--- config.mk ---
export PLATFORM = sky130hd
export DESIGN_NAME = mre_div
export DESIGN_NICKNAME = d
export VERILOG_FILES = /design/src/hw/rtl/mre_div.sv
export SDC_FILE = /design/constraint.sdc
export NUM_CORES = 1
export LEC_CHECK = 0
export BUFFER_PORTS_ARGS = -buffer_cell sky130_fd_sc_hd__buf_2
export CAP_MARGIN = 20
export CELL_PAD_IN_SITES_DETAIL_PLACEMENT = 1
export CELL_PAD_IN_SITES_GLOBAL_PLACEMENT = 1
export CORE_MARGIN = 2
export CORE_UTILIZATION = 34
export CTS_BUF_LIST = sky130_fd_sc_hd__clkbuf_8
export CTS_CLUSTER_SIZE = 14
export DETAILED_ROUTE_END_ITERATION = 16
export PLACE_DENSITY = 0.77
export SYNTH_ARGS = -nofsm -noshare
export SYNTH_HDL_FRONTEND = slang
export SYNTH_SLANG_ARGS = --single-unit
--- constraint.sdc ---
create_clock -name i_clk -period 12.1 [get_ports i_clk]
set_input_delay 2.42 -clock i_clk [delete_from_list [all_inputs] [get_ports i_clk]]
set_output_delay 2.42 -clock i_clk [all_outputs]
set_load 0.01 [all_outputs]
--- src/hw/rtl/mre_div.sv ---
module mre_div #(
    parameter int DW = 74,
    parameter int VW = 49
) (
    input  logic          i_clk,
    input  logic          i_rst_n,
    input  logic          i_start,
    input  logic [DW-1:0] i_dividend,
    input  logic [VW-1:0] i_divisor,
    output logic          o_done,
    output logic [DW-1:0] o_quo,
    output logic [VW-1:0] o_rem
);

    localparam int CW = $clog2(DW + 1);

    logic [DW-1:0] r_dvd;
    logic [VW-1:0] r_rem;
    logic [VW-1:0] r_dvs;
    logic [CW-1:0] r_cnt;
    logic          r_busy;
    logic          r_done;

    logic [VW:0]   rem_sh;
    logic [VW:0]   rem_diff;
    logic          ge;

    // one quotient bit per cycle, restoring
    assign rem_sh   = {r_rem, r_dvd[DW-1]};
    assign ge       = rem_sh >= {1'b0, r_dvs};
    assign rem_diff = rem_sh - {1'b0, r_dvs};

    always_ff @(posedge i_clk) begin
        if (!i_rst_n) begin
            r_busy <= 1'b0;
            r_done <= 1'b0;
            r_cnt  <= '0;
        end else begin
            r_done <= 1'b0;
            if (i_start) begin
                r_dvd  <= i_dividend;
                r_dvs  <= i_divisor;
                r_rem  <= '0;
                r_cnt  <= CW'(DW);
                r_busy <= 1'b1;
            end else if (r_busy) begin
                r_rem <= ge ? rem_diff[VW-1:0] : rem_sh[VW-1:0];
                r_dvd <= {r_dvd[DW-2:0], ge};
                r_cnt <= r_cnt - CW'(1);
                if (r_cnt == CW'(1)) begin
                    r_busy <= 1'b0;
                    r_done <= 1'b1;
                end
            end
        end
    end

    assign o_done = r_done;
    assign o_quo  = r_dvd;
    assign o_rem  = r_rem;

endmodule

**Word-level counts from Yosys, hierarchy flattened**

Cells that the tools add are included.

- Add/subtract/negate cells: 2
- Order comparisons: 1
- Eq/ne operators: 1
- Muxes and demuxes: 10
- Bitwise gates (word level): 2
- Reductions and logical operators: 5

Operators by type and width:

| operator | number |
|---|---|
| $mux W74 | 2 |
| $mux W49 | 2 |
| $ge A50 B49 Y1 | 1 |
| $sub A49 B49 Y49 | 1 |
| $mux W7 | 2 |
| $eq A7 B1 Y1 const B | 1 |
| $sub A7 B1 Y7 const B | 1 |
| $mux W1 | 4 |
| $reduce_and A2 Y1 | 2 |
| $reduce_or A3 Y1 | 1 |
| $not A1 Y1 | 2 |
| $reduce_bool A2 Y1 | 1 |
| $reduce_or A2 Y1 | 1 |

- Register bits after elaboration: 181
- Input port bits: 126
- Output and inout port bits: 124
- Logic and storage cells: 28

**Logic depth before layout (Yosys ltp)**

- Depth in word-level cells: 4
- Depth in mapped cells: 16

**Worst setup path before layout**

OpenSTA, ideal clock, no wires.

- Path kind: input to register
- Start point: in i_start
- End point: reg r_busy
- Arrival time: 5.978 ns
- Path slack: 6.051 ns
- Stages on the path: 3
- Cells stage by stage: clkbuf_1 > o21a_1 > o41a_1

- Word-level cells in the longest chain between the ends: 1

RTL lines:

| element | RTL line | RTL |
|---|---|---|
| start: declaration | 7 | `input logic i_start,` |
| $mux W1 | 40 | `if (i_start) begin` |
| end signal: assignment | 35 | `r_busy <= 1'b0;` |
| end signal: assignment | 45 | `r_busy <= 1'b1;` |
| end signal: assignment | 51 | `r_busy <= 1'b0;` |
| end: declaration | 21 | `logic r_busy;` |

No other way between the ends.
A chain may end at the register's enable or synchronous reset.

**Worst setup path in the final report**

- Start point: in i_start
- End point: reg r_dvd[25], in the netlist o_quo[25] (enable)

- Word-level cells in the longest chain between the ends: 2

RTL lines:

| element | RTL line | RTL |
|---|---|---|
| $reduce_bool A2 Y1 (no source line) | - |  |
| $reduce_and A2 Y1 (no source line) | - |  |
| end signal: assignment | 41 | `r_dvd <= i_dividend;` |
| end signal: assignment | 48 | `r_dvd <= {r_dvd[DW-2:0], ge};` |
| end: declaration | 17 | `logic [DW-1:0] r_dvd;` |

No other way between the ends.

==> impl_metrics.ini <==
[sta]
finalHoldViolCount = 0
hold_ws_ps = 511
setup_viol = 0
timing.fmax_mhz = 217
skew_ps = 26.4
fin_tns_setup_ps = 0
fin_ws_ps = 7500
layout_min_cycle_time_ps = 4600
rsz0062_at_grt = false
tightest_slew_ps = 1020
fin_crit_sh = 0.381
finalMaxSlewViolations = 0
slew-limit-headroom = 0.300

[min_path]
holdPathStages = 1
min_path_type = register to register
hp-start = r_cnt[6]
min_to = o_done

[clock_network]
clock_path_buffers = 2
cts.repair.resized = 0
clk_latency_ps = 510
path_clk_slew_ps = 110
ctsHoldBuffers = 0
post_cts_buffers = 0
cts_buffers = 17
root_buffer = clkbuf_8
cts.sinks = 181
cts_tree = yes
h-tree-depth = 4

[power_and_ir_drop]
ir_drop_v = 0.0000937
leakage_nw = 5.20
p_total_mw = 1.72
power_density_mw_per_mm2 = 140

[global_route]
met3_usage = 0.0673
gr-total-overflow = 0
busiest_layer = met2
use_met2 = 0.323
grt_pass1_vias = 8423
antenna_found_initial = 6
grt_pass1_wl_mm = 46.8
met1_usage = 0.233
grt.total_usage = 0.193
grt_max_degree = 74

[routing]
wl_per_cell_um = 19.5
ant_nets = 0
via_per_inst = 5.17
drc_errors = 0
drt-initial-drc-count = 363
vias = 7880
drt-total-wl_mm = 29.7
drt-pass1-iter-count = 5

[yosys]
ys.flop_type = edfxtp_1
synthTopCellsByArea = edfxtp_1 (50%), mux2_2 (8.0%), ha_1 (6.2%)
synthArstFlopShare = 0
synth_top_area_frac = 0.503
synth.largest_area_cell = edfxtp_1
synth_edf_count = 172
synth.most_common_cell = edfxtp_1
avgSynthCellArea_sq_um = 11.6
yosysWarnings = 0
postSynthCellCount = 886
ys_ff_latch = 181
syn_nets = 1064
syn_area_sq_mm = 0.0103
ys_seq_area_frac = 0.521
synth_top_cells_by_count = edfxtp_1 (172), nor2_1 (90), mux2_2 (73), inv_1 (67), a21oi_1 (57)
yosysUniqueCellTypes = 66

[worst_setup_path]
worstRegToRegCells = 15
reg2reg_from = o_quo[73]
crit_fanout = 64
required_ps = 12230
worst_ep_arrival_time_ps = 4730
cp-end-kind = register
crit_path_start_kind = input port
rrSetupSlack_ps = 7540
r2r-end = o_rem[34]
critical_path_class = input port to register

[floorplan]
ios = 250
rows = 63
start_util = 0.345
die_w_um = 178
coreArea_sq_mm = 0.0297
die_h_um = 178
die-area_sq_mm = 0.0316

[status]
status = completed

[cells_and_area]
n_fill_cell = 3290
nets = 1296
drive_above_1_share = 0.337
syn_to_final_growth_pct = 19.4

[placed_design]
pre_cts_slack_ps = 6920
io_buffers = 249
dp_hpwl_mm = 22.3
finalWeightedCongestion = 0.840

[run]
drv_cap = 0
==> cell families (layout without fill, tap and decap cells) <==
family	Yosys count	after routing	synth area share
AO/OA/AOI/OAI	182	182	0.122
XOR/XNOR	51	51	0.0435
adder cells (fa/ha/maj)	52	52	0.0641
buffers and inverters	107	352	0.0425
flip-flops	181	181	0.521
multiplexers	101	101	0.108
other	0	4	0
AND/OR/NAND/NOR	212	212	0.0989
==> worst max-delay path, cell delays in order <==
cell    delay (ps)
buf_4          580
o21a_4         780
buf_4          810
==> sequential cells by signal, summed over array words and instances (netlist names) <==
signal  count
r_cnt       7
r_busy      1
o_done      1
r_dvs      49
o_rem      49
o_quo      74
==> final cells by class <==
cell class / count / area (sq um) / area share
Multi-Input combinational cell: 598 / 4490 / 0.367
Timing Repair Buffer: 253 / 1280 / 0.104
Sequential cell: 181 / 5350 / 0.436
Tap cell: 390 / 488 / 0.0398
Clock inverter: 15 / 151 / 0.0124
Inverter: 67 / 251 / 0.0205
Antenna cell: 4 / 10.0 / 0.000817
Clock buffer: 17 / 234 / 0.0191
==> how the worst max path moves through the flow <==
stage,from,endpoint
6_report,i_start,o_quo[25]
3_5_place_dp,i_start,o_quo[36]
3_3_place_gp,i_start,o_quo[43]
4_1_cts,i_start,o_quo[36]
5_1_grt,o_quo[73],o_rem[25]
2_1_floorplan,i_start,r_busy
==> metrics by stage <==
| stage | util | cell area, sq um | cells |
|---|---|---|---|
| after global routing | 0.412 | 12200 | 1523 |
| after detailed placement | 0.399 | 11900 | 1489 |
| after CTS | 0.412 | 12200 | 1521 |
| after global placement | 0.399 | 11900 | 1489 |
| after floorplan | - | 10300 | 886 |
| final | 0.412 | 12300 | 1525 |
==> layout by cell type, fill, tap and decap left out, types with 4 or more instances in the layout <==
cell	instances
o21ai_1	15
o21ai_0	17
nor3_1	7
mux2i_1	27
a211oi_2	13
mux2_2	73
and3_1	7
nand3_1	10
edfxtp_1	172
a22o_1	7
dfxtp_1	9
o21a_1	9
clkbuf_8	17
xor2_1	21
nand2b_1	4
nand2_1	45
inv_4	4
a211oi_1	7
nor2_1	90
o21bai_1	9
nand4_1	15
buf_2	248
a21o_1	18
ha_1	51
a21oi_1	57
inv_1	70
a31oi_1	6
buf_4	5
diode_2	4
and2_1	4
nor2b_1	5
xnor2_1	30
nor4_1	5
==> per-layer routing <==
layer,part of all wire,up-vias
li1,-,3720
met1,0.42,3869
met2,0.49,253
met3,0.073,34
met4,0.021,4
met5,0.00091,-
==> where the power goes <==
part	internal, mW	total [mW]	switching (mW)
Clock	0.186	0.433	0.247
Combinational	0.207	0.499	0.292
Sequential	0.753	0.786	0.0330
No activity file was read; power rests on OpenSTA's default activity.
