===== config.mk =====
export PLATFORM = sky130hd
export DESIGN_NAME = mre_mul
export DESIGN_NICKNAME = d
export VERILOG_FILES = /design/src/hw/rtl/mre_pkg.sv /design/src/hw/rtl/mre_mul.sv
export SDC_FILE = /design/constraint.sdc
export NUM_CORES = 2
export LEC_CHECK = 0
export ABC_AREA = 1
export ABC_CLOCK_PERIOD_IN_PS = 6400
export BUFFER_PORTS_ARGS = -buffer_cell sky130_fd_sc_hd__buf_2
export CORE_MARGIN = 1
export CORE_UTILIZATION = 40
export DETAILED_ROUTE_END_ITERATION = 6
export HOLD_SLACK_MARGIN = 0.15
export PLACE_DENSITY_LB_ADDON = 0.1
export SLEW_MARGIN = 25
export SYNTH_ARGS = -nofsm -noshare
export SYNTH_HDL_FRONTEND = slang
export SYNTH_SLANG_ARGS = --single-unit

===== constraint.sdc =====
create_clock -name i_clk -period 6.4 [get_ports i_clk]
set_input_delay 0.32 -clock i_clk [delete_from_list [all_inputs] [get_ports i_clk]]
set_output_delay 0.32 -clock i_clk [all_outputs]
set_load 0.01 [all_outputs]

===== src/hw/rtl/mre_pkg.sv =====
package mre_pkg;

    // value format: signed fixed point, 48 bits
    localparam int QW = 48;
    // exact product of two magnitudes
    localparam int PW = 2 * QW;
    // half word for the partial products
    localparam int HW = QW / 2;

    // parameter store layout
    localparam int K_BASE      = 0;
    localparam int R_BASE      = 9;
    localparam int T_BASE      = 18;
    localparam int MIRROR_BASE = 21;
    localparam int MIRROR_WORDS = 4;

    localparam logic signed [QW-1:0] Q_MAX = {1'b0, {(QW-1){1'b1}}};
    localparam logic signed [QW-1:0] Q_MIN = {1'b1, {(QW-1){1'b0}}};

    // request to the shared multiplier
    typedef struct packed {
        logic          start;
        logic [QW-1:0] a;
        logic [QW-1:0] b;
    } t_mul_req;

endpackage


===== src/hw/rtl/mre_mul.sv =====
module mre_mul (
    input  logic                 i_clk,
    input  logic                 i_rst_n,
    input  mre_pkg::t_mul_req    i_req,
    output logic                 o_done,
    output logic [mre_pkg::PW-1:0] o_prod
);

    logic [mre_pkg::QW-1:0] r_a;
    logic [mre_pkg::QW-1:0] r_b;
    logic [mre_pkg::QW-1:0] r_pp;
    logic [1:0]             r_psel;
    logic [2:0]             r_step;
    logic                   r_busy;
    logic                   r_done;
    logic [mre_pkg::PW-1:0] r_prod;

    logic [mre_pkg::HW-1:0] opa;
    logic [mre_pkg::HW-1:0] opb;
    logic [mre_pkg::PW-1:0] pp_shifted;

    // step order: lo*lo, lo*hi, hi*lo, hi*hi
    assign opa = r_step[1] ? r_a[mre_pkg::QW-1:mre_pkg::HW] : r_a[mre_pkg::HW-1:0];
    assign opb = r_step[0] ? r_b[mre_pkg::QW-1:mre_pkg::HW] : r_b[mre_pkg::HW-1:0];

    always_comb begin
        case (r_psel)
            2'd0:    pp_shifted = mre_pkg::PW'(r_pp);
            2'd3:    pp_shifted = mre_pkg::PW'(r_pp) << mre_pkg::QW;
            default: pp_shifted = mre_pkg::PW'(r_pp) << mre_pkg::HW;
        endcase
    end

    always_ff @(posedge i_clk) begin
        if (!i_rst_n) begin
            r_busy <= 1'b0;
            r_done <= 1'b0;
            r_step <= 3'd0;
        end else begin
            r_done <= 1'b0;
            if (i_req.start) begin
                r_a    <= i_req.a;
                r_b    <= i_req.b;
                r_prod <= '0;
                r_step <= 3'd0;
                r_busy <= 1'b1;
            end else if (r_busy) begin
                if (r_step != 3'd0) begin
                    r_prod <= r_prod + pp_shifted;
                end
                if (r_step < 3'd4) begin
                    r_pp   <= opa * opb;
                    r_psel <= r_step[1:0];
                end else begin
                    r_busy <= 1'b0;
                    r_done <= 1'b1;
                end
                r_step <= r_step + 3'd1;
            end
        end
    end

    assign o_done = r_done;
    assign o_prod = r_prod;

endmodule


# Yosys cells after proc, flatten, opt, wreduce, memory -nomap -nowiden
# Cells that the tools add are included.
[totals]
register_bits = 247
input_bits = 99
output_inout_bits = 97
elab_cells = 34
[classes]
addsub = 2
multipliers = 1
magnitude_cmp = 1
eq_ne = 1
mux = 9
n_bitwise = 3
n_reduce_logical = 9
[op_table]
columns = ["op", "n"]
rows = [
  ["$mux W96", 2],
  ["$pmux W96 S2", 1],
  ["$add A96 B96 Y96", 1],
  ["$mul A24 B24 Y48", 1],
  ["$mux W24", 2],
  ["$mux W1", 4],
  ["$reduce_and A4 Y1", 1],
  ["$reduce_bool A2 Y1", 2],
  ["$add A3 B1 Y3 const B", 1],
  ["$lt A3 B3 Y1 const B", 1],
  ["$not A1 Y1", 3],
  ["$reduce_and A3 Y1", 1],
  ["$reduce_bool A3 Y1", 1],
  ["$reduce_or A3 Y1", 1],
  ["$eq A2 B2 Y1 const B", 1],
  ["$logic_not A2 Y1", 1],
  ["$reduce_and A2 Y1", 1],
  ["$reduce_or A2 Y1", 1],
]

# Depth between registers and ports, before layout
[logic_depth]
ltp_word = 5
ltp_mapped = 35
mapped_depth_nobuf = 32

# Worst setup path before layout
# Ideal clock, no wire load.
[synth_timing]
kind = "flip-flop to flip-flop"
start = "register r_step[0]"
end = "register r_pp[43] in the netlist's numbering (data pin)"
setup_time_ps = 253
t_arrival_ps = 6316
required_time_ps = 6147
slack_ps = -169
stages_incl_launch_ff = 27
n_path_buf = 3
period_less_slack_ps = 6569
path_cell_list = "dfxtp_1 > buf_4 > buf_2 > mux2i_1 > clkbuf_1 > nor2_1 > fa_1 > fa_1 > inv_1 > fa_1 > inv_1 > fa_1 > inv_1 > fa_1 > inv_1 > fa_1 > inv_1 > fa_1 > inv_1 > ha_1 > nand2_1 > nor2_1 > inv_1 > nor4_1 > nand3_1 > nand4_1 > nand2_1"
[synth_between]
elab_chain_cells = 2
[synth_lines]
columns = ["item", "line", "rtl"]
rows = [
  ["from (decl)", "mre_mul.sv:13", "logic [2:0] r_step;"],
  ["from (signal assigned)", "mre_mul.sv:58", "r_step <= r_step + 3'd1;"],
  ["$mux W24", "mre_mul.sv:24", "assign opb = r_step[0] ? r_b[mre_pkg::QW-1:mre_pkg::HW] : r_b[mre_pkg::HW-1:0];"],
  ["$mul A24 B24 Y48", "mre_mul.sv:52", "r_pp <= opa * opb;"],
  ["to (signal assigned)", "mre_mul.sv:52", ""],
  ["to (decl)", "mre_mul.sv:11", "logic [mre_pkg::QW-1:0] r_pp;"],
]
# Every way passes these cells.
# A chain may end at the register's enable or synchronous reset.

# Worst setup path after layout
[layout_timing]
start = "register r_step[1]"
end = "register r_pp[30] in the netlist's numbering (data pin)"
[layout_between]
elab_chain_cells = 2
[layout_lines]
columns = ["item", "line", "rtl"]
rows = [
  ["$mux W24", "mre_mul.sv:23", "assign opa = r_step[1] ? r_a[mre_pkg::QW-1:mre_pkg::HW] : r_a[mre_pkg::HW-1:0];"],
  ["$mul A24 B24 Y48", "mre_mul.sv:52", ""],
]
# Every way passes these cells.

==> impl_metrics.py <==
metrics = {
    "status": {
        "status": "finished with violations",
        "violations": "setup timing",
    },
    "clock_network": {
        "cts.root.buffer_cell": "clkbuf_16",
        "clock_latency_ps": 600,
        "cts_tree": "yes",
        "cts.reportedPaths.clkPinSlew_ps": 60,
        "cts_buffers": 35,
        "htree_levels": 2,
        "clockBufferDepth": 3,
        "cts.sinks": 247,
    },
    "timing": {
        "grt_setup_unrepaired": "yes",
        "tightest_slew_ps": 831,
        "hold-worst-slack_ps": 211,
        "setup_viol": 26,
        "fmax_mhz": 150,
        "slew_headroom_pct": 44.6,
        "min_period_over_period_pct": 104,
        "drv_slew": 0,
        "worst_slack_ps": -250,
        "fin_skew_ps": 50.4,
        "finalHoldViolCount": 0,
        "period_needed_ps": 6650,
    },
    "synth": {
        "synth.avg_cell_area_sq_um": 7.34,
        "ys_seq_area_share_pct": 18.9,
        "syn_inst": 5298,
        "ys.flop_type": "edfxtp_1",
        "yosys_register_bits": 247,
        "synth-edff-count": 242,
        "synth-async-reset-ratio_pct": 0,
        "syn_nets": 6153,
        "syn_area_sq_um": 38900,
        "yosys_warnings": 0,
        "synth_cell_types": 54,
    },
    "route": {
        "drt-pass1-iter-count": 5,
        "totalWireLength_um": 151000,
        "num_vias": 35400,
        "final_antenna_net_count": 0,
        "drtIter0Drc": 2393,
        "drcViolationCount": 0,
        "wire_per_inst_um": 20.7,
        "viasPerCell": 4.87,
    },
    "hold_path": {
        "min_to": "o_prod[1]",
        "holdPathStages": 2,
        "hold_start": "i_req[96]",
        "hp-class": "primary input to register",
    },
    "critical_path": {
        "r2r-end": "r_pp[30]",
        "required_ps": 6740,
        "critPathLaunchType": "register",
        "path_max_fanout": 7,
        "crit_top_cell": "fa_1",
        "critPathMaxStageDelay_ps": 560,
        "critical_path_class": "register to register",
        "reg2reg_from": "r_step[1]",
        "reg2reg_depth": 28,
        "setup.worst_path.end_class": "register",
        "worstPathArrival_ps": 6990,
        "crit_path_top_delay_cell": "fa_2",
        "r2r_setup_slack_ps": -250,
    },
    "floorplanning": {
        "die_w_um": 314,
        "initial_utilization_pct": 40.3,
        "fp.dieH_um": 314,
        "core_sq_um": 96600,
        "die-area_sq_um": 98500,
        "rows": 114,
        "ios": 196,
    },
    "final_layout": {
        "layout.nets": 6834,
        "area_growth_pct": 26.3,
        "fillers": 9590,
        "final_cell_mix": "1325 x nand2_1, 1230 x inv_1, 525 x nor2_1, 463 x fa_1, 352 x buf_4",
        "layout_commonest_cell": "nand2_1",
        "layout-drive-gt1-share_pct": 23.2,
        "finalNonFillerCells": 7280,
        "fin_area_sq_um": 49200,
        "utilization_pct": 50.9,
        "antennaDiodeCount": 0,
    },
    "place": {
        "numPortBuffers": 195,
        "hpwl_um": 129000,
        "dp_cells": 7064,
        "dpl_cell_area_sq_um": 44700,
        "place_congestion": 0.992,
    },
    "global_routing": {
        "grt_antenna_before_repair": 0,
        "grt_pass1_wl_um": 225000,
        "grt_pass1_vias": 36700,
        "grt_use_total_pct": 31.0,
        "grt_max_degree": 81,
        "overflow": 0,
    },
    "flow_run": {
        "cap_violations": 0,
    },
}
==> cell type report <==
cell class / count / area, sq um / area share [%]
clock buffers: 42 / 933 / 1.90
clock inverters: 20 / 174 / 0.354
inverters: 1353 / 5130 / 10.4
multi-input cells: 3583 / 27500 / 56.0
flip-flops and latches: 247 / 7370 / 15.0
well taps: 1276 / 1600 / 3.25
repair buffers: 759 / 6440 / 13.1
==> metrics by stage <==
| step | TNS, ps | worst slack [ps] |
|---|---|---|
| final | -3310 | -250 |
| after floorplan | 0 | 1.89 |
| after global placement | -15960 | -702 |
| after detailed placement | -18190 | -766 |
| after CTS | -3530 | -224 |
| after global routing | -10090 | -475 |
==> timing repair <==
action                     in CTS  in global routing
cloned                          4                  1
setup buffers                  36                 16
setup endpoints to repair      35                 37
hold endpoints to repair       97                  0
hold buffers                   97                  0
pin swaps                      80                 48
gates resized for setup       317                173
==> critical path, delay by kind of cell, from the launching register on <==
family / cells / cell delay, ps
buf+inv: 10 / 1170
flops: 1 / 390
fa+ha+maj: 8 / 3590
xor+xnor: 1 / 180
simple gates: 6 / 780
compound gates: 3 / 320
==> how the worst max path moves through the flow <==
| stage | from | end | slack, ps |
|---|---|---|---|
| final | r_step[1] | r_pp[30] | -250 |
| after global routing | r_step[1] | r_pp[46] | -480 |
| after CTS | r_step[1] | r_pp[43] | -220 |
| after detailed placement | r_step[0] | r_pp[37] | -770 |
| after global placement | r_step[0] | r_pp[37] | -700 |
| after floorplan | r_step[0] | r_pp[37] | 2 |
==> synthesized netlist by cell type, types with 3 or more instances <==
library cell	count	share of area, %
a21boi_0	3	0.058
a21o_1	8	0.15
a21oi_1	185	2.4
a31oi_1	5	0.080
and2_1	7	0.11
and2_4	4	0.090
buf_1	3	0.029
buf_2	68	0.87
buf_4	6	0.12
clkbuf_1	37	0.36
clkinv_1	4	0.039
dfxtp_1	5	0.26
edfxtp_1	242	19
fa_1	483	25
ha_1	273	8.8
inv_1	1290	12
inv_2	59	0.57
nand2_1	1375	13
nand2_2	86	1.4
nand3_1	90	1.2
nand3_2	24	0.62
nand4_1	28	0.45
nor2_1	579	5.6
nor2_2	78	1.3
nor2_4	30	0.87
nor3_1	16	0.21
nor3_2	11	0.28
o21a_1	11	0.21
o21ai_0	99	1.3
o21ai_1	7	0.090
o21ai_2	22	0.50
o21bai_1	6	0.12
o22ai_1	48	0.77
or2_2	45	0.72
xnor2_1	10	0.23
xor2_1	27	0.61
==> state kept, by name, summed over array words and instances, names as in the netlist <==
register and flops:
o_prod 96, r_a 48, r_b 48, r_pp 48
r_step 3, r_psel 2, o_done 1, r_busy 1
==> logic make-up (layout without fill, tap and decap cells) <==
group | count (synthesis) | after routing | share of synthesized area (%)
AOI/OAI and AO/OA | 401 | 401 | 5.78
and+or+nand+nor | 2387 | 2387 | 26.3
xor gates and xnor gates | 37 | 37 | 0.833
DFF | 247 | 247 | 18.9
muxes | 2 | 2 | 0.0515
buffers and inverters | 1468 | 2174 | 14.4
adders and majority gates | 756 | 756 | 33.6
==> layer usage <==
metal  track usage (%)  vias to the layer above  routed length (um)  share of wire, %
met2              55.5                     1008               74500                49
met3              2.90                      330                6150               4.1
met1              36.7                    16900               60300                40
met4              16.6                        0                9780               6.5
met5                 0                        -                   0                 0
li1                  -                    17100                   -                 -
Power is not shown: default switching activity piles up to over one toggle a cycle in this logic, so the estimate is an artifact.
