<file path="src/hw/rtl/mre_pkg.sv">
package mre_pkg;

    // value format: signed fixed point, 48 bits
    localparam int QW = 48;
    // exact product of two magnitudes
    localparam int PW = 2 * QW;
    // half word for the partial products
    localparam int HW = QW / 2;

    // parameter store layout
    localparam int K_BASE      = 0;
    localparam int R_BASE      = 9;
    localparam int T_BASE      = 18;
    localparam int MIRROR_BASE = 21;
    localparam int MIRROR_WORDS = 4;

    localparam logic signed [QW-1:0] Q_MAX = {1'b0, {(QW-1){1'b1}}};
    localparam logic signed [QW-1:0] Q_MIN = {1'b1, {(QW-1){1'b0}}};

    // request to the shared multiplier
    typedef struct packed {
        logic          start;
        logic [QW-1:0] a;
        logic [QW-1:0] b;
    } t_mul_req;

endpackage

</file>
<file path="src/hw/rtl/mre_sqrt.sv">
module mre_sqrt (
    input  logic                     i_clk,
    input  logic                     i_rst_n,
    input  logic                     i_start,
    input  logic [mre_pkg::PW-1:0]   i_rad,
    output logic                     o_done,
    output logic [mre_pkg::QW-1:0]   o_root,
    output logic [mre_pkg::QW+1:0]   o_rem
);

    localparam int QW = mre_pkg::QW;
    localparam int CW = $clog2(QW + 1);

    logic [mre_pkg::PW-1:0] r_rad;
    logic [QW+1:0]          r_rem;
    logic [QW-1:0]          r_root;
    logic [CW-1:0]          r_cnt;
    logic                   r_busy;
    logic                   r_done;

    logic [QW+3:0]          rem_sh;
    logic [QW+3:0]          trial;
    logic [QW+3:0]          rem_diff;
    logic                   ge;

    // two radicand bits per cycle, one root bit
    assign rem_sh   = {r_rem, r_rad[mre_pkg::PW-1:mre_pkg::PW-2]};
    assign trial    = {2'b00, r_root, 2'b01};
    assign ge       = rem_sh >= trial;
    assign rem_diff = rem_sh - trial;

    always_ff @(posedge i_clk) begin
        if (!i_rst_n) begin
            r_busy <= 1'b0;
            r_done <= 1'b0;
            r_cnt  <= '0;
        end else begin
            r_done <= 1'b0;
            if (i_start) begin
                r_rad  <= i_rad;
                r_rem  <= '0;
                r_root <= '0;
                r_cnt  <= CW'(QW);
                r_busy <= 1'b1;
            end else if (r_busy) begin
                r_rem  <= ge ? rem_diff[QW+1:0] : rem_sh[QW+1:0];
                r_root <= {r_root[QW-2:0], ge};
                r_rad  <= r_rad << 2;
                r_cnt  <= r_cnt - CW'(1);
                if (r_cnt == CW'(1)) begin
                    r_busy <= 1'b0;
                    r_done <= 1'b1;
                end
            end
        end
    end

    assign o_done = r_done;
    assign o_root = r_root;
    assign o_rem  = r_rem;

endmodule

</file>
<file path="config.mk">
export PLATFORM = sky130hd
export DESIGN_NAME = mre_sqrt
export DESIGN_NICKNAME = d
export VERILOG_FILES = /design/src/hw/rtl/mre_pkg.sv /design/src/hw/rtl/mre_sqrt.sv
export SDC_FILE = /design/constraint.sdc
export NUM_CORES = 1
export LEC_CHECK = 0
export CORE_MARGIN = 1
export CORE_UTILIZATION = 58
export DETAILED_ROUTE_END_ITERATION = 12
export DONT_BUFFER_PORTS = 1
export GPL_TIMING_DRIVEN = 0
export PLACE_DENSITY = 0.73
export SLEW_MARGIN = 0
export SYNTH_ARGS = -nofsm -noshare
export SYNTH_HDL_FRONTEND = slang
export SYNTH_SLANG_ARGS = --single-unit
</file>
<file path="constraint.sdc">
create_clock -name i_clk -period 4.9 [get_ports i_clk]
set_input_delay 0 -clock i_clk [delete_from_list [all_inputs] [get_ports i_clk]]
set_output_delay 0 -clock i_clk [all_outputs]
set_load 0.1 [all_outputs]
</file>
## Word level (Yosys, flattened, before mapping)

Index checks and enable logic that the tools add are counted.
W data, S select, Z words.

- Logic and storage cells: 28
- Input bits: 99
- Output and inout bits: 99
- Bits in registers: 202

- Equal/unequal tests: 1
- Order comparisons: 1
- Bitwise operators: 2
- Reductions and logical operators: 4
- Add/sub/neg operators: 2
- Multiplexer cells: 11

Operator list:

| cell | number |
|---|---|
| $mux W96 | 2 |
| $mux W50 | 2 |
| $ge A52 B50 Y1 | 1 |
| $sub A50 B50 Y50 | 1 |
| $mux W48 | 1 |
| $mux W6 | 2 |
| $eq A6 B1 Y1 const B | 1 |
| $sub A6 B1 Y6 const B | 1 |
| $mux W1 | 4 |
| $reduce_or A3 Y1 | 1 |
| $not A1 Y1 | 2 |
| $reduce_and A2 Y1 | 1 |
| $reduce_bool A2 Y1 | 1 |
| $reduce_or A2 Y1 | 1 |

## Logic depth before layout (Yosys ltp)

Gate-level depths: netlist (run 1).

- Depth after elaboration: 4
- Mapped depth: 14

## Worst setup path after synthesis (run 1)

OpenSTA, ideal clock, no wires.

- Kind: register to register
- Start point: register r_busy
- End point: register r_rem[0], in the netlist o_rem[0], enable pin
- Arrival time: 4.770 ns
- Buffers on the path: 0
- Setup time: 0.572 ns
- Required time: 4.328 ns
- Setup slack: -0.443 ns
- Cell stages (with the launch flop): 2
- Cell sequence: dfxtp_1 o21a_1

- Longest elaborated chain between the ends: 2

RTL lines:

| item | line | RTL |
|---|---|---|
| start: declaration | mre_sqrt.sv:18 | `logic r_busy;` |
| start signal: assignment | mre_sqrt.sv:34 | `r_busy <= 1'b0;` |
| start signal: assignment | mre_sqrt.sv:44 | `r_busy <= 1'b1;` |
| start signal: assignment | mre_sqrt.sv:51 | `r_busy <= 1'b0;` |
| $reduce_bool A2 Y1 (no source line) | n/a |  |
| $reduce_and A2 Y1 (no source line) | n/a |  |
| end signal: assignment | mre_sqrt.sv:46 | `r_rem <= ge ? rem_diff[QW+1:0] : rem_sh[QW+1:0];` |
| end: declaration | mre_sqrt.sv:15 | `logic [QW+1:0] r_rem;` |

No other way between the ends.
A chain may end at the register's enable or synchronous reset.

## Final worst setup path (run 1)

- Start point: register r_root[19], in the netlist o_root[19]
- End point: register r_rem[41], in the netlist o_rem[41] (data pin)

- Longest elaborated chain between the ends: 3
- Elaborated cells on any way between the ends: 4

RTL lines:

| item | line | RTL |
|---|---|---|
| start: declaration | mre_sqrt.sv:16 | `logic [QW-1:0] r_root;` |
| start signal: assignment | mre_sqrt.sv:47 | `r_root <= {r_root[QW-2:0], ge};` |
| $sub A50 B50 Y50 or $ge A52 B50 Y1 (tied branches) | mre_sqrt.sv:30, mre_sqrt.sv:29 |  |
| $mux W50 (*) | mre_sqrt.sv:46 |  |
| $mux W50 (*) | mre_sqrt.sv:45 | `end else if (r_busy) begin` |

Mark *: on every way between the ends. The rest lies on a longest branch, timed or not. The select of a mux whose other input is x is not followed.

==> results.txt, run 1 <==
outcome - complete, no violations
relative contribution of combinational cells to total power - 20.7%
startpoint of the worst hold path - i_start
number of warnings printed during yosys synthesis - 0
max-capacitance violation count - 0
maximum VDD drop - 0.278 mV
share of post-route cells with drive strength above 1 - 15.7%
actual slew at the worst max-slew pin - 1.05 ns
fraction of power consumed by sequential logic - 49.0%
power density over cell area - 400 nW/um^2
async set-reset flop share out of synthesis - 0%
largest area contributor in the synthesized netlist - sky130_fd_sc_hd__edfxtp_1
detailed-route vias per instance - 5.82
Final Hold Violating Endpoints - 0
worst-path maximum fanout - 10
remaining antenna violation count after routing - 0
total count of max-transition violations in the final report - 0
overall power - 0.00542 W
startpoint type of the worst setup path - flip-flop
Final Setup Violations - 0
Critical Path End Type - flip-flop
number of I/O port buffers - 0
deepest level of the CTS H-tree - 1
Slowest Stage Delay on Critical Path - 0.95 ns
residual overflow from global routing - 0
Antenna Diode Count - 0
Longest Clk Path Bufs - 3
start of the worst register-to-register path - o_root[19]$_SDFFCE_PP0P_
initial antenna violation count - 0
part of the total power dissipated in the clock network - 30.2%
Die X - 143 microns
worst hold path type - input pin to flip-flop
DR WL/cell - 19.8 microns
switching pwr - 0.00193 W
Static Leakage - 5.20 nW
worst max-slew margin expressed relative to the limit - 29.8%
Total GRT Usage - 28.0%
summed instance area of the synthesized netlist - 11400 sq um
Synth Area in Compound Gates - 13.5%
mux share of post-synthesis cell area - 9.33%
required time of the critical path - 5.24 ns
adder-cell area share of the yosys netlist - 5.68%
number of global-route vias before repair - 8314
Netlist cell types - 71
global-route wire length before repair - 43700 microns
Power Internal - 0.00349 W
half-perimeter wire length after detailed placement - 18700 microns
number of synthesized flops with an enable pin - 194
number of buffers inserted during clock tree synthesis - 23
setup TNS - 0 ns
pin count of the biggest net entering global routing - 71
largest family of logic cells by synthesized area - compound AO/OA/AOI/OAI gates
library cell appearing most often on the critical path - sky130_fd_sc_hd__a21oi_1
area of the core - 19400 sq um
post-layout minimum cycle time - 4.29 ns
primary flip-flop cell chosen by synthesis mapping - sky130_fd_sc_hd__edfxtp_1
worst-path cell chain - inv_1, ha_1, a21oi_1, o211ai_1, o21ai_0, o21ai_1, o21ai_2, nand2_2, a311oi_2, buf_6, buf_4, nand2_1, a21oi_1
total clock sinks - 202
kind of critical path - flip-flop to flip-flop
worst-skew pair later-pin latency - 0.51 ns
Fmax - 233 MHz
CTS tree - built
synthesized netlist cell count - 1028
final net count - 1305
Worst setup startpoint - o_root[19]$_SDFFCE_PP0P_
gpl congestion - 0.851
aggregate routed wire length - 28400 microns
WP data arrival - 4.63 ns
post-synthesis sequential element count - 202
number of buffers and inverters on the critical path - 3
Avg Inst Size Synth - 11.1 sq um
Critical-path top delay cell - sky130_fd_sc_hd__edfxtp_1
router iterations before antenna repair - 5
most common cell after layout, fill and taps aside - sky130_fd_sc_hd__edfxtp_1
Std-Cell Rows - 51
violation count after the first detailed-route iteration - 542
die area - 20300 sq um
setup fix buffers added after clock tree synthesis - 0
top cells by area in the synthesized netlist - sky130_fd_sc_hd__edfxtp_1 (51%), sky130_fd_sc_hd__mux2_2 (9.2%), sky130_fd_sc_hd__ha_1 (5.7%), sky130_fd_sc_hd__nand2_1 (3.5%), sky130_fd_sc_hd__a21oi_1 (3.4%)
worst clock skew on the final layout - 0.0102 ns
root buffer selected by CTS - sky130_fd_sc_hd__clkbuf_16
Sw Share - 35.5%
sequential-to-total area share from yosys stat - 52.3%
family of cells with the greatest summed delay on the critical path - compound AO/OA/AOI/OAI gates
leading cell types in the layout, fill and taps excluded - sky130_fd_sc_hd__edfxtp_1 (194), sky130_fd_sc_hd__nand2_1 (108), sky130_fd_sc_hd__dlygate4sd3_1 (98)
post-synthesis net count - 1179
layout-stage area growth over the synthesis result - 18.4%
area share of xor/xnor cells in the synthesized design - 3.21%
clock slew seen by the registers of the worst setup and hold paths - 0.06 ns
ratio of final minimum period to clock period - 87.6%
number of DRC violations after detailed routing - 0
number of I/O pins - 198
share of the synthesized area in the top cell type - 50.9%
DIE HEIGHT - 143 microns
starting density of the core - 59.0%
via count - 8351
RSZ-0062 raised after global routing - false
area fraction in and, or, nand and nor cells after synthesis - 11.6%
[cells in the mapped netlist (18+ instances only)]
cell type	count
sky130_fd_sc_hd__a21o_1	25
sky130_fd_sc_hd__a21oi_1	78
sky130_fd_sc_hd__clkbuf_1	27
sky130_fd_sc_hd__edfxtp_1	194
sky130_fd_sc_hd__ha_1	52
sky130_fd_sc_hd__inv_1	67
sky130_fd_sc_hd__mux2_2	94
sky130_fd_sc_hd__nand2_1	108
sky130_fd_sc_hd__nor2_1	95
sky130_fd_sc_hd__o21ai_0	33
sky130_fd_sc_hd__xnor2_1	24
sky130_fd_sc_hd__xor2_1	18
[per-stage QoR]
stage          util, %  instances  hold WS [ns]  cell area, sq um  worst slack, ns
6_report          69.9       1434         0.134             13600            0.606
5_1_grt           69.9       1434         0.152             13600            0.383
4_1_cts           69.9       1434         0.121             13600            0.621
3_5_place_dp      61.2       1296         0.124             11900            0.627
3_3_place_gp      60.7       1293         0.119             11800            0.483
2_1_floorplan        -       1028         0.117             11500             1.35
[registers in the layout, indices dropped and copies added, names as in the netlist]
register and flops:
r_rad 96, o_rem 50, o_root 48, r_cnt 6, o_done 1, r_busy 1
[timing repair]
| item | 4_1_cts | 5_1_grt |
|---|---|---|
| hold buffers | 98 | 0 |
| gates resized for setup | 0 | 0 |
| hold endpoints to repair | 106 | 0 |
[kinds of logic (layout without fill, tap and decap cells)]
| logic type | Yosys count | count (layout) |
|---|---|---|
| XOR/XNOR | 42 | 42 |
| AND/OR/NAND/NOR | 292 | 292 |
| multiplexers | 95 | 95 |
| adder cells (fa/ha/maj) | 52 | 52 |
| buffers and inverters | 116 | 257 |
| flip-flops | 202 | 202 |
| AO/OA/AOI/OAI | 229 | 229 |
[power by group through the flow]
| stage | clock network (W) | logic (W) | registers (W) |
|---|---|---|---|
| finish | 0.00164 | 0.00112 | 0.00266 |
| global route | 0.00173 | 0.00124 | 0.00267 |
| CTS | 0.00165 | 0.00111 | 0.00266 |
| detailed placement | 0 | 0.00104 | 0.00269 |
| global placement | 0 | 0.00101 | 0.00270 |
| floorplan | 0 | 0.000824 | 0.00266 |
[worst paths after layout]
path / slack (ns) / to / depth (start not counted)
min: 0.13 / r_rad[12]$_DFFE_PP_ / 2
max: 0.61 / o_rem[41]$_SDFFCE_PP0P_ / 13
max reg2reg: 0.61 / o_rem[41]$_SDFFCE_PP0P_ / 13
min reg2reg: 0.49 / r_cnt[1]$_SDFFE_PP0P_ / 2
[routing by layer]
layer	routed length [microns]	GRT usage (%)	vias to the layer above
met5	0	0	-
met4	792	8.55	0
met3	2270	7.67	53
met2	14000	48.7	299
met1	11300	33.7	4000
li1	-	-	3999
[area by class of cell]
class                      count  area, sq um
fill                        1423         5840
buffer                        49          251
sequential                   202         5990
multi-input combinational    710         4970
inverter                      67          251
clock buffer                  26          607
clock inverter                14          101
tap                          265          332
timing repair buffer         101         1060
[worst register-to-register path, cell delays in order, from the launching register on]
cell	delay, ns
sky130_fd_sc_hd__edfxtp_1	0.95
sky130_fd_sc_hd__inv_1	0.18
sky130_fd_sc_hd__ha_1	0.43
sky130_fd_sc_hd__a21oi_1	0.30
sky130_fd_sc_hd__o211ai_1	0.17
sky130_fd_sc_hd__o21ai_0	0.32
sky130_fd_sc_hd__o21ai_1	0.13
sky130_fd_sc_hd__o21ai_2	0.17
sky130_fd_sc_hd__nand2_2	0.15
sky130_fd_sc_hd__a311oi_2	0.58
sky130_fd_sc_hd__buf_6	0.26
sky130_fd_sc_hd__buf_4	0.21
sky130_fd_sc_hd__nand2_1	0.08
sky130_fd_sc_hd__a21oi_1	0.21
(Power assumes the default switching activity.)
==> run 2, diff against run 1 <==
--- a/config.mk
+++ b/config.mk
@@ -6,11 +6,11 @@
 export NUM_CORES = 1
 export LEC_CHECK = 0
 export CORE_MARGIN = 1
-export CORE_UTILIZATION = 58
+export CORE_UTILIZATION = 50
 export DETAILED_ROUTE_END_ITERATION = 12
 export DONT_BUFFER_PORTS = 1
 export GPL_TIMING_DRIVEN = 0
-export PLACE_DENSITY = 0.73
+export PLACE_DENSITY = 0.65
 export SLEW_MARGIN = 0
 export SYNTH_ARGS = -nofsm -noshare
 export SYNTH_HDL_FRONTEND = slang
==> results.txt, run 2 (synthesis gave the netlist of run 1 again) <==
outcome - complete, no violations
WHS Endpoint - r_rad[6]$_DFFE_PP_
residual overflow from global routing - 0 (unchanged)
gpl congestion - 0.902 (+6.0%)
max-capacitance violation count - 0 (unchanged)
aggregate routed wire length - 27900 microns (-1.6%)
startpoint of the worst hold path - i_start
clock slew seen by the registers of the worst setup and hold paths - 0.06 ns (about the same)
die area - 23500 sq um (+16%)
CTS-repair resized insts - 0 (unchanged)
root buffer selected by CTS - sky130_fd_sc_hd__clkbuf_16
DR WL/cell - 19.2 microns (-3.2%)
number of fillers in the final layout - 1882 (+32%)
ratio of final minimum period to clock period - 88.3% (+0.69 points)
worst-skew pair later-pin latency - 0.53 ns (+0.02 ns)
worst hold path type - input pin to flip-flop
detailed-route vias per instance - 5.69 (-2.3%)
Power Internal - 0.00368 W (+5.3%)
most common cell after layout, fill and taps aside - sky130_fd_sc_hd__edfxtp_1
worst hold slack - 0.107 ns (-0.0266 ns)
worst clock skew on the final layout - 0.0117 ns (+0.00153 ns)
share of post-route cells with drive strength above 1 - 15.6% (-0.099 points)
initial antenna violation count - 2 (+2)
setup slack of the critical path after layout - 0.573 ns (-0.0336 ns)
Std-Cell Rows - 55 (+7.8%)
switching pwr - 0.00194 W (+0.71%)
starting density of the core - 50.7% (-8.3 points)
WP data arrival - 4.69 ns (+0.06 ns)
number of global-route vias before repair - 8442 (+1.5%)
Min-Delay Path Depth - 2 (unchanged)
depth of the worst register-to-register path - 14 (+1)
number of DRC violations after detailed routing - 0 (unchanged)
total placed cells including tap cells - 1316 (+1.5%)
power density over cell area - 411 nW/um^2 (+2.8%)
Fmax - 231 MHz (-0.78%)
part of the total power dissipated in the clock network - 32.9% (+2.7 points)
setup TNS - 0 ns (unchanged)
library cell appearing most often on the critical path - sky130_fd_sc_hd__a21oi_1
area occupied by multi-input gates - 4970 sq um (unchanged)
Final Hold Violating Endpoints - 0 (unchanged)
CTS tree - built
final net count - 1305 (unchanged)
total clock sinks - 202 (unchanged)
Die X - 153 microns (+7.6%)
via count - 8290 (-0.73%)
post-place setup slack - 0.608 ns (-0.0198 ns)
worst reg2reg setup slack - 0.57 ns (-0.03 ns)
leading cell types in the layout, fill and taps excluded - sky130_fd_sc_hd__edfxtp_1 (194), sky130_fd_sc_hd__nand2_1 (108), sky130_fd_sc_hd__dlygate4sd3_1 (98)
Largest register FFs - 96 (unchanged)
Worst setup startpoint - o_root[17]$_SDFFCE_PP0P_
DIE HEIGHT - 153 microns (+7.6%)
number of I/O pins - 198 (unchanged)
router iterations before antenna repair - 5 (unchanged)
remaining antenna violation count after routing - 0 (unchanged)
worst-path cell chain - inv_1, ha_1, buf_2, a21oi_1, o21ai_0, a211oi_2, o21ai_1, o21ai_2, nand2_2, a311oi_2, buf_6, buf_4, nand2_1, a21oi_1
Critical-path top delay cell - sky130_fd_sc_hd__edfxtp_1
start of the worst register-to-register path - o_root[17]$_SDFFCE_PP0P_
Total GRT Usage - 24.0% (-4.0 points)
R2R Path End - o_rem[42]$_SDFFCE_PP0P_
post-layout minimum cycle time - 4.33 ns (+0.0336 ns)
number of buffers inserted during clock tree synthesis - 23 (unchanged)
RSZ-0062 raised after global routing - false
Slowest Stage Delay on Critical Path - 0.95 ns (about the same)
global-route wire length before repair - 44700 microns (+2.1%)
worst max-slew margin expressed relative to the limit - 30.3% (+0.45 points)
Layout Cells excl Fill - 1457 (+1.6%)
required time of the critical path - 5.26 ns (+0.02 ns)
area occupied by registers - 5990 sq um (unchanged)
deepest level of the CTS H-tree - 1 (unchanged)
half-perimeter wire length after detailed placement - 19200 microns (+2.8%)
Static Leakage - 5.24 nW (+0.90%)
maximum VDD drop - 0.326 mV (+17%)
number of I/O port buffers - 0 (unchanged)
fraction of power consumed by sequential logic - 47.3% (-1.7 points)
kind of critical path - flip-flop to flip-flop
violation count after the first detailed-route iteration - 341 (-37%)
Critical Path End Type - flip-flop
Longest Clk Path Bufs - 3 (unchanged)
Sw Share - 34.5% (-1.0 points)
actual slew at the worst max-slew pin - 1.05 ns (-0.00674 ns)
Final Setup Violations - 0 (unchanged)
layout-stage area growth over the synthesis result - 19.4%
area of the core - 22600 sq um (+16%)
total count of max-transition violations in the final report - 0 (unchanged)
worst-path maximum fanout - 10 (unchanged)
relative contribution of combinational cells to total power - 19.8% (-0.9 points)
pin count of the biggest net entering global routing - 60 (-15%)
startpoint type of the worst setup path - flip-flop
register containing the most flip-flops in the final layout - r_rad
run 2: worst max-delay path: cells and delay by family (launching register included):
family,cells,cell delay (ns)
AO/OA/AOI/OAI,7,1.84
buffers and inverters,4,0.81
AND/OR/NAND/NOR,2,0.21
adder cells (fa/ha/maj),1,0.34
flip-flops,1,0.95
run 2: layer usage:
metal  GRT usage (%)  vias up  wire (microns)
li1                -     4003               -
met1            29.4     3965           11500
met2            40.4      269           13200
met3            7.17       53            2310
met4            7.74        0             902
met5               0        -               0
run 2: stage by stage:
| step | power, W | util, % | instance area [sq um] |
|---|---|---|---|
| after global routing | 0.00586 | 60.6 | 13700 |
| after detailed placement | 0.00373 | 52.7 | 11900 |
| after floorplan | 0.00348 | - | 11500 |
| after CTS | 0.00565 | 60.6 | 13700 |
| after global placement | 0.00372 | 52.3 | 11800 |
| final | 0.00562 | 60.6 | 13700 |
run 2: layout make-up:
type                    instances  area share [%]
flip-flops and latches        202            43.8
multi-input cells             710            36.3
repair buffers                101            7.72
clock buffers                  25            4.26
well taps                     285            2.61
plain buffers                  49            1.84
inverters                      67            1.84
clock inverters                16            1.59
diodes                          2          0.0366
run 2: what timing repair did:
| action | in CTS | in global routing |
|---|---|---|
| endpoints found under the hold margin | 140 | 0 |
| hold buffers | 98 | 0 |
| buffers inserted | 0 | 0 |
run 2: power groups by stage:
stage / Combinational, W / Clock, W / Sequential, W
6_report: 0.00111 / 0.00185 / 0.00266
5_1_grt: 0.00124 / 0.00195 / 0.00267
4_1_cts: 0.00111 / 0.00189 / 0.00266
3_5_place_dp: 0.00104 / 0 / 0.00269
3_3_place_gp: 0.00102 / 0 / 0.00270
2_1_floorplan: 0.000824 / 0 / 0.00266
run 2: worst max-delay path by stage:
stage                               end  slack [ns]  cells after the start
2_1_floorplan   o_rem[47]$_SDFFCE_PP0P_        1.35                     13
3_3_place_gp   o_root[33]$_SDFFCE_PP0P_        0.41                      2
3_5_place_dp    o_rem[42]$_SDFFCE_PP0P_        0.61                     13
4_1_cts         o_rem[42]$_SDFFCE_PP0P_        0.55                     14
5_1_grt         o_rem[41]$_SDFFCE_PP0P_        0.31                     13
6_report        o_rem[42]$_SDFFCE_PP0P_        0.57                     14
==> run 3, diff against run 2 <==
--- a/config.mk
+++ b/config.mk
@@ -10,7 +10,8 @@
 export DETAILED_ROUTE_END_ITERATION = 12
 export DONT_BUFFER_PORTS = 1
 export GPL_TIMING_DRIVEN = 0
-export PLACE_DENSITY = 0.65
+export PLACE_DENSITY = 0.66
+export SKIP_LAST_GASP = 1
 export SLEW_MARGIN = 0
 export SYNTH_ARGS = -nofsm -noshare
 export SYNTH_HDL_FRONTEND = slang
==> results.txt, run 3 (synthesis gave the netlist of run 1 again) <==
WP data arrival - 4.65 ns (-0.04 ns)
DIE HEIGHT - 153 microns (unchanged)
Critical-path top delay cell - sky130_fd_sc_hd__edfxtp_1
CTS tree - built
via count - 8228 (-0.75%)
Static Leakage - 5.17 nW (-1.5%)
initial antenna violation count - 0 (-2)
gpl congestion - 0.882 (-2.2%)
Std-Cell Rows - 55 (unchanged)
CTS-repair resized insts - 0 (unchanged)
number of I/O port buffers - 0 (unchanged)
startpoint type of the worst setup path - flip-flop
remaining antenna violation count after routing - 0 (unchanged)
worst hold slack - 0.113 ns (+0.00589 ns)
Total GRT Usage - 23.6% (-0.43 points)
Die X - 153 microns (unchanged)
final net count - 1304 (-0.077%)
number of I/O pins - 198 (unchanged)
share of post-route cells with drive strength above 1 - 15.2% (-0.33 points)
aggregate routed wire length - 27900 microns (-0.22%)
Longest Clk Path Bufs - 3 (unchanged)
number of DRC violations after detailed routing - 0 (unchanged)
worst hold path type - input pin to flip-flop
starting density of the core - 50.7% (unchanged)
pin count of the biggest net entering global routing - 66 (+10%)
clock slew seen by the registers of the worst setup and hold paths - 0.06 ns (about the same)
setup fix buffers added after clock tree synthesis - 0 (unchanged)
worst clock skew on the final layout - 0.00974 ns (-0.00199 ns)
layout-stage area growth over the synthesis result - 18.2%
worst-path cell chain - inv_1, ha_1, a21oi_1, o21ai_0, a211oi_2, o21ai_1, o21ai_2, nand2_2, a311oi_2, buf_6, buf_4, nand2_1, a21oi_1
library cell appearing most often on the critical path - sky130_fd_sc_hd__a21oi_1
area of the core - 22600 sq um (unchanged)
total count of max-transition violations in the final report - 0 (unchanged)
Fmax - 233 MHz (+0.86%)
Critical Path End Type - flip-flop
outcome - complete, no violations
RSZ-0062 raised after global routing - false
Antenna Diode Count - 0 (-2)
post-layout minimum cycle time - 4.29 ns (-0.0369 ns)
half-perimeter wire length after detailed placement - 19100 microns (-0.40%)
worst-skew pair later-pin latency - 0.53 ns (about the same)
die area - 23500 sq um (unchanged)
global-route wire length before repair - 43600 microns (-2.5%)
post-place setup slack - 0.632 ns (+0.0240 ns)
kind of critical path - flip-flop to flip-flop
worst reg2reg setup slack - 0.61 ns (+0.04 ns)
Final Hold Violating Endpoints - 0 (unchanged)
leading cell types in the layout, fill and taps excluded - sky130_fd_sc_hd__edfxtp_1 (194), sky130_fd_sc_hd__nand2_1 (108), sky130_fd_sc_hd__dlygate4sd3_1 (98)
deepest level of the CTS H-tree - 1 (unchanged)
residual overflow from global routing - 0 (unchanged)
Final Setup Violations - 0 (unchanged)
post-layout utilization of the core - 60.0% (-0.61 points)
detailed-route vias per instance - 5.66 (-0.54%)
number of buffers inserted during clock tree synthesis - 22 (-4.3%)
total clock sinks - 202 (unchanged)
router iterations before antenna repair - 9 (+4)
violation count after the first detailed-route iteration - 423 (+24%)
maximum VDD drop - 0.369 mV (+13%)
most common cell after layout, fill and taps aside - sky130_fd_sc_hd__edfxtp_1
required time of the critical path - 5.25 ns (about the same)
Slowest Stage Delay on Critical Path - 0.95 ns (about the same)
worst max-slew margin expressed relative to the limit - 29.1% (-1.2 points)
setup slack of the critical path after layout - 0.610 ns (+0.0369 ns)
number of global-route vias before repair - 8232 (-2.5%)
power density over cell area - 392 nW/um^2 (-4.5%)
root buffer selected by CTS - sky130_fd_sc_hd__clkbuf_16
Largest register FFs - 96 (unchanged)
ratio of final minimum period to clock period - 87.6% (-0.75 points)
overall power - 0.00531 W (-5.5%)
DR WL/cell - 19.2 microns (about the same)
max-capacitance violation count - 0 (unchanged)
setup TNS - 0 ns (unchanged)
register containing the most flip-flops in the final layout - r_rad
worst-path maximum fanout - 10 (unchanged)
actual slew at the worst max-slew pin - 1.06 ns (+0.0181 ns)
[run 3: cell types whose count changed in the layout (fill, tap and decap cells not counted), moves of 2 or more]
cell                         change
sky130_fd_sc_hd__diode_2         -2
sky130_fd_sc_hd__clkinvlp_4      +3
sky130_fd_sc_hd__clkinv_1        +3
sky130_fd_sc_hd__bufinv_16       -5
[run 3: where the power goes]
group	total [W]	switching [W]	internal, W	leakage (nW)
Sequential	0.00266	0.000583	0.00207	1.94
Clock	0.00154	0.000710	0.000829	0.314
Combinational	0.00112	0.000637	0.000480	2.91
[run 3: through the flow]
step / std cells / area, sq um
CTS: 1454 / 13500
global placement: 1313 / 11800
floorplan: 1028 / 11500
global route: 1454 / 13500
detailed placement: 1316 / 11900
finish: 1454 / 13500
[run 3: worst paths after layout]
kind              cells after the start                     start                       to
setup / recovery                     13  o_root[11]$_SDFFCE_PP0P_  o_rem[36]$_SDFFCE_PP0P_
hold / removal                        2                   i_start       r_rad[5]$_DFFE_PP_
setup reg to reg                     13  o_root[11]$_SDFFCE_PP0P_  o_rem[36]$_SDFFCE_PP0P_
hold reg to reg                       2     r_cnt[1]$_SDFFE_PP0P_    r_cnt[1]$_SDFFE_PP0P_
[run 3: layout make-up]
cell class | instances | area [sq um]
fillers | 1853 | 9030
flip-flops and latches | 202 | 5990
multi-input cells | 710 | 4970
repair buffers | 101 | 1060
clock buffers | 24 | 558
well taps | 285 | 357
plain buffers | 49 | 251
inverters | 67 | 251
clock inverters | 16 | 103
[run 3: timing repair]
action / in CTS / in global routing
hold buffers: 98 / 0
endpoints found under the hold margin: 114 / 0
setup endpoints to repair: 0 / 0
[run 3: worst max-delay path: cells and delay by family (launching register included)]
kind	cells	cell delay [ns]
adder cells (fa/ha/maj)	1	0.43
flip-flops	1	0.95
AO/OA/AOI/OAI	7	1.86
buffers and inverters	3	0.65
AND/OR/NAND/NOR	2	0.21
[run 3: per-layer routing]
metal,track usage (%),share of wire (%),vias up
met3,6.86,7.9,42
met5,0,0,-
li1,-,-,4001
met1,29.1,42,3921
met2,39.8,47,264
met4,7.17,3.0,0
